==> config.mk <==
export PLATFORM = sky130hd
export DESIGN_NAME = tea_round_random_generator_flat
export DESIGN_NICKNAME = d
export VERILOG_FILES = /design/src/rtl/trrg_pkg.sv /design/src/rtl/trrg_item_if.sv /design/src/rtl/trrg_result_if.sv /design/src/rtl/trrg_cfg_if.sv /design/src/rtl/trrg_dp.sv /design/src/rtl/trrg_ctrl.sv /design/src/rtl/tea_round_random_generator.sv /design/src/flat_wrapper.sv
export SDC_FILE = /design/constraint.sdc
export NUM_CORES = 2
export LEC_CHECK = 0
export ABC_AREA = 1
export ABC_CLOCK_PERIOD_IN_PS = 11000
export BUFFER_PORTS_ARGS = -buffer_cell sky130_fd_sc_hd__buf_2
export CAP_MARGIN = 10
export CORE_AREA = 2 2 401 244
export DETAILED_ROUTE_END_ITERATION = 8
export DIE_AREA = 0 0 403 246
export HOLD_SLACK_MARGIN = 0.05
export SETUP_SLACK_MARGIN = 0.4
export SYNTH_ARGS = -nofsm -noshare
export SYNTH_HDL_FRONTEND = slang
export SYNTH_SLANG_ARGS = --single-unit
==> constraint.sdc <==
create_clock -name clk -period 11 [get_ports clk]
set_input_delay 1.65 -clock clk [delete_from_list [all_inputs] [get_ports clk]]
set_output_delay 1.65 -clock clk [all_outputs]
set_load 0.05 [all_outputs]
==> src/rtl/trrg_pkg.sv <==
// Package: shared constants and controller-to-datapath command type for the TEA generator.
package trrg_pkg;

  localparam int ROUND_COUNT_DEF = 8;

  localparam int WORD_W     = 32;
  localparam int SEED_W     = 31;
  localparam int FRAC_W     = 64;
  localparam int KEY_COUNT  = 4;
  localparam int KEY_IDX_W  = 2;

  // integer square root on the triangle numbers: root fits in 16 bits
  localparam int ROOT_W     = 16;
  localparam int ROOT_IDX_W = 4;

  localparam logic [WORD_W-1:0] GOLDEN_DELTA = 32'h9E37_79B9;

  localparam logic [WORD_W-1:0] KEY0_RESET = 32'hC7D7_A8B4;
  localparam logic [WORD_W-1:0] KEY1_RESET = 32'h9ABF_B3B6;
  localparam logic [WORD_W-1:0] KEY2_RESET = 32'h73DC_1683;
  localparam logic [WORD_W-1:0] KEY3_RESET = 32'h17B7_BE43;

  localparam logic [WORD_W-1:0] MIX_A_RESET = 32'd123456789;
  localparam logic [WORD_W-1:0] MIX_B_RESET = 32'd987654321;

  localparam logic [KEY_IDX_W-1:0] REG_KEY0 = 2'd0;
  localparam logic [KEY_IDX_W-1:0] REG_KEY1 = 2'd1;
  localparam logic [KEY_IDX_W-1:0] REG_KEY2 = 2'd2;
  localparam logic [KEY_IDX_W-1:0] REG_KEY3 = 2'd3;

  localparam logic CMD_NEXT   = 1'b0;
  localparam logic CMD_RESEED = 1'b1;

  typedef struct packed {
    logic                  capture;    // latch seed, clear root search
    logic                  root_step;  // try one root bit
    logic [ROOT_IDX_W-1:0] root_bit;
    logic                  seed_load;  // map root to the word pair
    logic                  sum_init;   // running sum starts at one delta
    logic                  round_step; // one round on both words
    logic                  out_load;   // copy words into the result register
  } trrg_cmd_t;

endpackage

==> src/rtl/trrg_item_if.sv <==
// Interface: input item channel (command and seed).
interface trrg_item_if
  import trrg_pkg::*;
();
  logic              valid;
  logic              ready;
  logic              command;
  logic [SEED_W-1:0] seed_value;

  modport source (output valid, command, seed_value, input ready);
  modport sink   (input valid, command, seed_value, output ready);
endinterface

==> src/rtl/trrg_result_if.sv <==
// Interface: result channel (64-bit fraction).
interface trrg_result_if
  import trrg_pkg::*;
();
  logic              valid;
  logic              ready;
  logic [FRAC_W-1:0] random_fraction;

  modport source (output valid, random_fraction, input ready);
  modport sink   (input valid, random_fraction, output ready);
endinterface

==> src/rtl/trrg_cfg_if.sv <==
// Interface: key register write channel.
interface trrg_cfg_if
  import trrg_pkg::*;
();
  logic                 valid;
  logic                 ready;
  logic [KEY_IDX_W-1:0] index;
  logic [WORD_W-1:0]    data;

  modport source (output valid, index, data, input ready);
  modport sink   (input valid, index, data, output ready);
endinterface

==> src/rtl/trrg_dp.sv <==
// Datapath: key registers, mix words, root search and the TEA round unit.
module trrg_dp
  import trrg_pkg::*;
(
  input  logic                 clk,
  input  logic                 rst,
  input  trrg_cmd_t            cmd,
  input  logic [SEED_W-1:0]    seed_value,
  input  logic                 cfg_we,
  input  logic [KEY_IDX_W-1:0] cfg_index,
  input  logic [WORD_W-1:0]    cfg_data,
  output logic [FRAC_W-1:0]    random_fraction
);

  logic [WORD_W-1:0] key [KEY_COUNT];
  logic [WORD_W-1:0] mix_a;
  logic [WORD_W-1:0] mix_b;
  logic [WORD_W-1:0] sum;
  logic [SEED_W-1:0] seed;
  logic [ROOT_W-1:0] root;
  logic [WORD_W-1:0] tri_root;
  logic [FRAC_W-1:0] result;

  logic [ROOT_W-1:0]   cand;
  logic [ROOT_W:0]     cand_x;
  logic [2*ROOT_W+1:0] cand_prod;
  logic [WORD_W-1:0]   cand_tri;
  logic                cand_fits;
  logic [WORD_W-1:0]   a_next;
  logic [WORD_W-1:0]   b_next;

  // candidate root and its triangle number cand*(cand+1)/2
  always_comb begin
    cand      = root | (ROOT_W'(1) << cmd.root_bit);
    cand_x    = {1'b0, cand};
    cand_prod = (2*ROOT_W+2)'(cand_x) * (2*ROOT_W+2)'(cand_x + (ROOT_W+1)'(1));
    cand_tri  = cand_prod[WORD_W:1];
    cand_fits = cand_tri <= {1'b0, seed};
  end

  // one round: b updates from the new a
  always_comb begin
    a_next = mix_a + (mix_b << 4) + (key[0] ^ mix_b) + (sum ^ (mix_b >> 5)) + key[1];
    b_next = mix_b + (a_next << 4) + (key[2] ^ a_next) + (sum ^ (a_next >> 5)) + key[3];
  end

  always_ff @(posedge clk) begin
    if (rst) begin
      key[0] <= KEY0_RESET;
      key[1] <= KEY1_RESET;
      key[2] <= KEY2_RESET;
      key[3] <= KEY3_RESET;
    end else if (cfg_we) begin
      unique case (cfg_index)
        REG_KEY0: key[0] <= cfg_data;
        REG_KEY1: key[1] <= cfg_data;
        REG_KEY2: key[2] <= cfg_data;
        REG_KEY3: key[3] <= cfg_data;
        default: ;
      endcase
    end
  end

  always_ff @(posedge clk) begin
    if (rst) begin
      mix_a <= MIX_A_RESET;
      mix_b <= MIX_B_RESET;
    end else if (cmd.seed_load) begin
      // b = seed - T(n), a = T(n+1) - 1 - seed = T(n) + n - seed
      mix_b <= {1'b0, seed} - tri_root;
      mix_a <= tri_root + {{(WORD_W-ROOT_W){1'b0}}, root} - {1'b0, seed};
    end else if (cmd.round_step) begin
      mix_a <= a_next;
      mix_b <= b_next;
    end
  end

  always_ff @(posedge clk) begin
    if (cmd.capture) begin
      seed     <= seed_value;
      root     <= '0;
      tri_root <= '0;
    end else if (cmd.root_step && cand_fits) begin
      root     <= cand;
      tri_root <= cand_tri;
    end
  end

  always_ff @(posedge clk) begin
    if (cmd.sum_init) begin
      sum <= GOLDEN_DELTA;
    end else if (cmd.round_step) begin
      sum <= sum + GOLDEN_DELTA;
    end
  end

  always_ff @(posedge clk) begin
    if (cmd.out_load) begin
      result <= {mix_b, mix_a};
    end
  end

  assign random_fraction = result;

endmodule

==> src/rtl/trrg_ctrl.sv <==
// Controller: sequences root search, seed mapping, rounds and result hand-off.
module trrg_ctrl
  import trrg_pkg::*;
#(
  parameter int ROUND_COUNT = ROUND_COUNT_DEF
) (
  input  logic      clk,
  input  logic      rst,
  input  logic      item_valid,
  input  logic      item_command,
  output logic      item_ready,
  output logic      result_valid,
  input  logic      result_ready,
  output trrg_cmd_t cmd
);

  localparam int RCNT_W = (ROUND_COUNT > 1) ? $clog2(ROUND_COUNT) : 1;
  localparam logic [RCNT_W-1:0] ROUND_LAST = RCNT_W'(ROUND_COUNT - 1);

  localparam logic [2:0] ST_IDLE  = 3'd0;
  localparam logic [2:0] ST_ROOT  = 3'd1;
  localparam logic [2:0] ST_SEED  = 3'd2;
  localparam logic [2:0] ST_ROUND = 3'd3;
  localparam logic [2:0] ST_HOLD  = 3'd4;

  logic [2:0]            state;
  logic [2:0]            state_next;
  logic                  reseed;
  logic [ROOT_IDX_W-1:0] root_bit;
  logic [RCNT_W-1:0]     round_cnt;
  logic                  out_free;
  logic                  accept;

  assign item_ready = (state == ST_IDLE);
  assign accept     = item_valid && item_ready;
  assign out_free   = !result_valid || result_ready;

  always_comb begin
    state_next     = state;
    cmd            = '0;
    cmd.root_bit   = root_bit;
    unique case (state)
      ST_IDLE: begin
        if (accept) begin
          cmd.capture  = 1'b1;
          cmd.sum_init = 1'b1;
          state_next   = (item_command == CMD_RESEED) ? ST_ROOT : ST_ROUND;
        end
      end
      ST_ROOT: begin
        cmd.root_step = 1'b1;
        if (root_bit == '0) state_next = ST_SEED;
      end
      ST_SEED: begin
        cmd.seed_load = 1'b1;
        cmd.sum_init  = 1'b1;
        state_next    = ST_ROUND;
      end
      ST_ROUND: begin
        cmd.round_step = 1'b1;
        if (round_cnt == ROUND_LAST) begin
          // reseed discards its round set
          state_next = reseed ? ST_IDLE : ST_HOLD;
        end
      end
      ST_HOLD: begin
        if (out_free) begin
          cmd.out_load = 1'b1;
          state_next   = ST_IDLE;
        end
      end
      default: state_next = ST_IDLE;
    endcase
  end

  always_ff @(posedge clk) begin
    if (rst) begin
      state        <= ST_IDLE;
      result_valid <= 1'b0;
      reseed       <= 1'b0;
      root_bit     <= '1;
      round_cnt    <= '0;
    end else begin
      state <= state_next;
      if (cmd.out_load) begin
        result_valid <= 1'b1;
      end else if (result_ready) begin
        result_valid <= 1'b0;
      end
      if (accept) reseed <= (item_command == CMD_RESEED);
      if (accept) begin
        root_bit <= '1;
      end else if (cmd.root_step) begin
        root_bit <= root_bit - ROOT_IDX_W'(1);
      end
      if (cmd.round_step) begin
        round_cnt <= (round_cnt == ROUND_LAST) ? '0 : round_cnt + RCNT_W'(1);
      end
    end
  end

`ifndef SYNTHESIS
  a_no_overwrite: assert property (@(posedge clk) disable iff (rst)
    cmd.out_load |-> (!result_valid || result_ready))
    else $error("result register overwritten while its beat waits");

  a_seed_then_round: assert property (@(posedge clk) disable iff (rst)
    (state == ST_SEED) |=> (state == ST_ROUND && round_cnt == '0))
    else $error("seed mapping not followed by a fresh round set");

  a_reseed_silent: assert property (@(posedge clk) disable iff (rst)
    (state == ST_ROUND && reseed) |=> (state == ST_ROUND || state == ST_IDLE))
    else $error("reseed round set headed for the result register");

  a_round_start: assert property (@(posedge clk) disable iff (rst)
    (state == ST_IDLE && accept && item_command == CMD_NEXT) |=> (round_cnt == '0))
    else $error("round counter not at zero when a round set starts");
`endif

endmodule

==> src/rtl/tea_round_random_generator.sv <==
// Top level: TEA-round pseudo-random generator with key register port.
// A next beat runs ROUND_COUNT rounds, one round per cycle in a single round unit, and
// then the words are copied into the output register, and the result is then valid.
// The input takes its next beat as soon as the copy is made, even while the result
// still waits. A following next beat then holds before its copy until the output
// register is free. A reseed beat gives no result: a 16-step bit-serial integer square
// root (one step per cycle), a seed mapping step and a discarded round set. The next
// beat is taken once that round set ends.
// Key writes are accepted every cycle and should be made while the block is idle.
module tea_round_random_generator
  import trrg_pkg::*;
#(
  parameter int ROUND_COUNT = ROUND_COUNT_DEF
) (
  input logic          clk,
  input logic          rst,
  trrg_item_if.sink    item,
  trrg_result_if.source result,
  trrg_cfg_if.sink     cfg
);

  trrg_cmd_t cmd;

  assign cfg.ready = 1'b1;

  trrg_ctrl #(
    .ROUND_COUNT(ROUND_COUNT)
  ) u_ctrl (
    .clk          (clk),
    .rst          (rst),
    .item_valid   (item.valid),
    .item_command (item.command),
    .item_ready   (item.ready),
    .result_valid (result.valid),
    .result_ready (result.ready),
    .cmd          (cmd)
  );

  trrg_dp u_dp (
    .clk             (clk),
    .rst             (rst),
    .cmd             (cmd),
    .seed_value      (item.seed_value),
    .cfg_we          (cfg.valid && cfg.ready),
    .cfg_index       (cfg.index),
    .cfg_data        (cfg.data),
    .random_fraction (result.random_fraction)
  );

endmodule

==> src/flat_wrapper.sv <==
// flat-port wrapper written by rule: the top's interface ports become plain ports
module tea_round_random_generator_flat import trrg_pkg::*;
#(
  parameter int ROUND_COUNT = ROUND_COUNT_DEF
)
  (clk, rst, item_valid, item_command, item_seed_value, item_ready, result_valid, result_random_fraction, result_ready, cfg_valid, cfg_index, cfg_data, cfg_ready);
  trrg_item_if item_i ();
  trrg_result_if result_i ();
  trrg_cfg_if cfg_i ();
  input logic clk;
  input logic rst;
  input wire logic [$bits(item_i.valid)-1:0] item_valid;
  input wire logic [$bits(item_i.command)-1:0] item_command;
  input wire logic [$bits(item_i.seed_value)-1:0] item_seed_value;
  output wire logic [$bits(item_i.ready)-1:0] item_ready;
  output wire logic [$bits(result_i.valid)-1:0] result_valid;
  output wire logic [$bits(result_i.random_fraction)-1:0] result_random_fraction;
  input wire logic [$bits(result_i.ready)-1:0] result_ready;
  input wire logic [$bits(cfg_i.valid)-1:0] cfg_valid;
  input wire logic [$bits(cfg_i.index)-1:0] cfg_index;
  input wire logic [$bits(cfg_i.data)-1:0] cfg_data;
  output wire logic [$bits(cfg_i.ready)-1:0] cfg_ready;
  assign item_i.valid = item_valid;
  assign item_i.command = item_command;
  assign item_i.seed_value = item_seed_value;
  assign item_ready = item_i.ready;
  assign result_valid = result_i.valid;
  assign result_random_fraction = result_i.random_fraction;
  assign result_i.ready = result_ready;
  assign cfg_i.valid = cfg_valid;
  assign cfg_i.index = cfg_index;
  assign cfg_i.data = cfg_data;
  assign cfg_ready = cfg_i.ready;
  tea_round_random_generator #(.ROUND_COUNT(ROUND_COUNT)) u_core (.clk(clk), .rst(rst), .item(item_i), .result(result_i), .cfg(cfg_i));
endmodule
==> impl_metrics.json <==
{
  "status": "finished clean",
  "nets": 5588,
  "critPathLaunchType": "register",
  "grt_antenna_before_repair": 8,
  "gp_congestion": 1.02,
  "drc_errors": 0,
  "clock_path_buffers": 3,
  "root_buffer": "clkbuf_16",
  "synth_area_leader_cell": "fa_1",
  "drtIter0Drc": 4524,
  "min_path_cells": 0,
  "chipWidth_um": 403,
  "synth-async-reset-ratio_pct": 0,
  "arrival_ns": 10.46,
  "syn-cell-area_um2": 38000,
  "setup_tns_ns": 0,
  "dieArea_um2": 99100,
  "multi_input_comb_area_um2": 24100,
  "synth_area_leaders": "fa_1, edfxtp_1, ha_1",
  "setup_viol": 0,
  "worstHoldPathType": "reg -> reg",
  "areaGrowthSynthToFinish_pct": 10.1,
  "crit_path_frequent_cell": "nand2_1",
  "routed_wl_um": 152000,
  "slew_headroom_pct": 18.1,
  "ys.flop_type": "edfxtp_1",
  "post_drt_wl_per_cell_um": 24.9,
  "first_pass_iters": 6,
  "hold_viol": 0,
  "syn_avg_cell_area_um2": 8.15,
  "ant_nets": 0,
  "ctsHoldBuffers": 0,
  "io_pins": 138,
  "required_ns": 11.44,
  "drive_gt1_share_pct": 7.27,
  "finClkSkew_ns": 0.0392,
  "worstSetupPathType": "reg -> reg",
  "fin_crit_sh_pct": 91.1,
  "ys_seq_area_share_pct": 25.9,
  "ys_ff_latch": 379,
  "grt_pass1_vias": 30500,
  "critPathMaxStageDelay_ns": 0.54,
  "layout.area.seq_um2": 9820,
  "cts_tree": "done",
  "path_clk_slew_ns": 0.07,
  "fmax_mhz": 99.8,
  "synth_warnings": 0,
  "start_util_pct": 39.8,
  "drv_slew": 0,
  "synth-edff-count": 223,
  "rr_worst_depth": 53,
  "syn_inst": 4659,
  "hpwl_um": 126000,
  "rows": 88,
  "fp.dieH_um": 246,
  "ys_types": 58,
  "grtUsageTotal_pct": 30.5,
  "core_region_area_um2": 95400,
  "vias": 32700,
  "reg2reg_slack_ns": 0.98,
  "tightest_slew_ns": 1.23,
  "nFillCells": 9609,
  "rsz0062_at_grt": "false",
  "min_period_ns": 10.02,
  "synthesis.nets": 5437,
  "viasPerCell": 5.36,
  "cts_buffers": 40,
  "gr-total-overflow": 0,
  "critPathSlowestCell": "fa_1",
  "max_cap_viol_count": 0,
  "grt_max_degree": 73,
  "crit_path_max_fanout": 22,
  "io_buffers": 136,
  "yosysTopAreaCellShare_pct": 21.2,
  "clock_latency_ns": 0.60,
  "endpoint_kind": "register",
  "grt_pass1_wl_um": 218000,
  "htree_levels": 2,
  "clkSinkCount": 379
}
cells in the final DEF, fill, tap and decap left out, types with 37 or more instances in the layout:
cell type,count
inv_1,959
fa_1,403
buf_4,67
a21oi_1,245
nand2_1,952
o21ai_0,185
edfxtp_1,223
xor2_1,98
buf_2,136
xnor2_1,94
ha_1,302
nand3_1,150
nor2_1,439
nor3_1,37
clkbuf_16,43
dfxtp_1,156
synthesized netlist by cell type (4+ instances only):
cell       count
a211oi_1      11
a21boi_0       7
a21o_1        23
a21oi_1      245
a21oi_4       10
a221oi_1       5
a31oi_1       34
buf_1         15
buf_2          6
buf_4          5
clkbuf_1      70
clkinv_1      11
dfxtp_1      156
edfxtp_1     223
fa_1         403
ha_1         304
inv_1        964
inv_2          4
nand2_1      955
nand2_2        5
nand3_1      150
nand3b_1      12
nand4_1       36
nor2_1       442
nor3_1        39
nor3_2         4
nor4_1        12
o2111ai_1      7
o211ai_1      17
o21a_1        14
o21ai_0      187
o21ai_1        8
o21bai_1      20
o221ai_1       9
or2_2         24
xnor2_1       94
xor2_1        98
worst max-delay path, delay by kind of cell (launching register included):
| family | cells | cell delay [ns] |
|---|---|---|
| adder cells (fa/ha/maj) | 11 | 4.44 |
| AND/OR/NAND/NOR | 26 | 2.80 |
| buffers and inverters | 11 | 1.39 |
| AO/OA/AOI/OAI | 4 | 0.72 |
| flip-flops | 1 | 0.33 |
| XOR/XNOR | 1 | 0.15 |
final cells by class:
type,instances,area share (%)
clock buffers,48,2.61
flip-flops and latches,379,23.5
well taps,1260,3.77
multi-input cells,3202,57.7
clock inverters,26,0.622
diodes,2,0.0120
inverters,980,8.86
repair buffers,206,2.98
repair inverters,1,0.0120
cells by family (layout without fill, tap and decap cells):
logic type | count (synthesis) | after routing | synth area share, %
other | 1 | 3 | 0.00987
buffers and inverters | 1078 | 1261 | 10.8
XOR/XNOR | 194 | 194 | 4.51
flip-flops | 379 | 379 | 25.9
adder cells (fa/ha/maj) | 707 | 707 | 31.3
AO/OA/AOI/OAI | 610 | 610 | 9.40
AND/OR/NAND/NOR | 1690 | 1690 | 18.2
worst paths after layout:
| kind | start | to |
|---|---|---|
| hold / removal | u_core.u_dp.mix_a[26]$_SDFFE_PP1P_ | u_core.u_dp.random_fraction[26]$_DFFE_PP_ |
| setup / recovery | u_core.u_ctrl.root_bit[1]$_SDFFE_PP1P_ | u_core.u_dp.root[1]$_SDFFE_PP0P_ |
| setup reg to reg | u_core.u_ctrl.root_bit[1]$_SDFFE_PP1P_ | u_core.u_dp.root[1]$_SDFFE_PP0P_ |
| hold reg to reg | u_core.u_dp.mix_a[26]$_SDFFE_PP1P_ | u_core.u_dp.random_fraction[26]$_DFFE_PP_ |
timing repair:
item,CTS,global route
gates resized for setup,0,16
buffers inserted,0,10
setup endpoints to repair,0,48
per-layer routing:
metal / track usage, % / vias to the layer above / share of wire (%)
met5: 0 / - / 0.017
met4: 3.32 / 4 / 1.1
met3: 13.9 / 112 / 17
met2: 33.7 / 1853 / 32
li1: - / 14900 / -
met1: 51.3 / 15900 / 50
sequential cells by signal (all words and copies together) (netlist names):
name / cells
u_core.u_dp.root: 16
u_core.u_dp.mix_b: 32
u_core.u_ctrl.round_cnt: 3
u_core.u_dp.seed: 31
u_core.u_ctrl.reseed: 1
u_core.u_dp.tri_root: 32
u_core.u_ctrl.result_valid: 1
u_core.u_ctrl.root_bit: 4
u_core.u_ctrl.state: 3
u_core.u_dp.sum: 32
u_core.u_dp.mix_a: 32
u_core.u_dp.random_fraction: 64
u_core.u_dp.key: 128
per-stage QoR:
stage	util (%)	setup WS, ns	cell area [µm²]	instances	hold slack, ns
floorplan	-	1.77	38000	4659	0.408
global placement	42.3	0.812	40300	6015	0.417
detailed placement	42.3	0.731	40300	6015	0.427
CTS	43.7	0.670	41600	6089	0.441
global route	43.9	0.386	41800	6102	0.448
finish	43.9	0.984	41800	6104	0.439
Power is not shown: default switching activity piles up to over one toggle a cycle in this logic, so the estimate is an artifact.
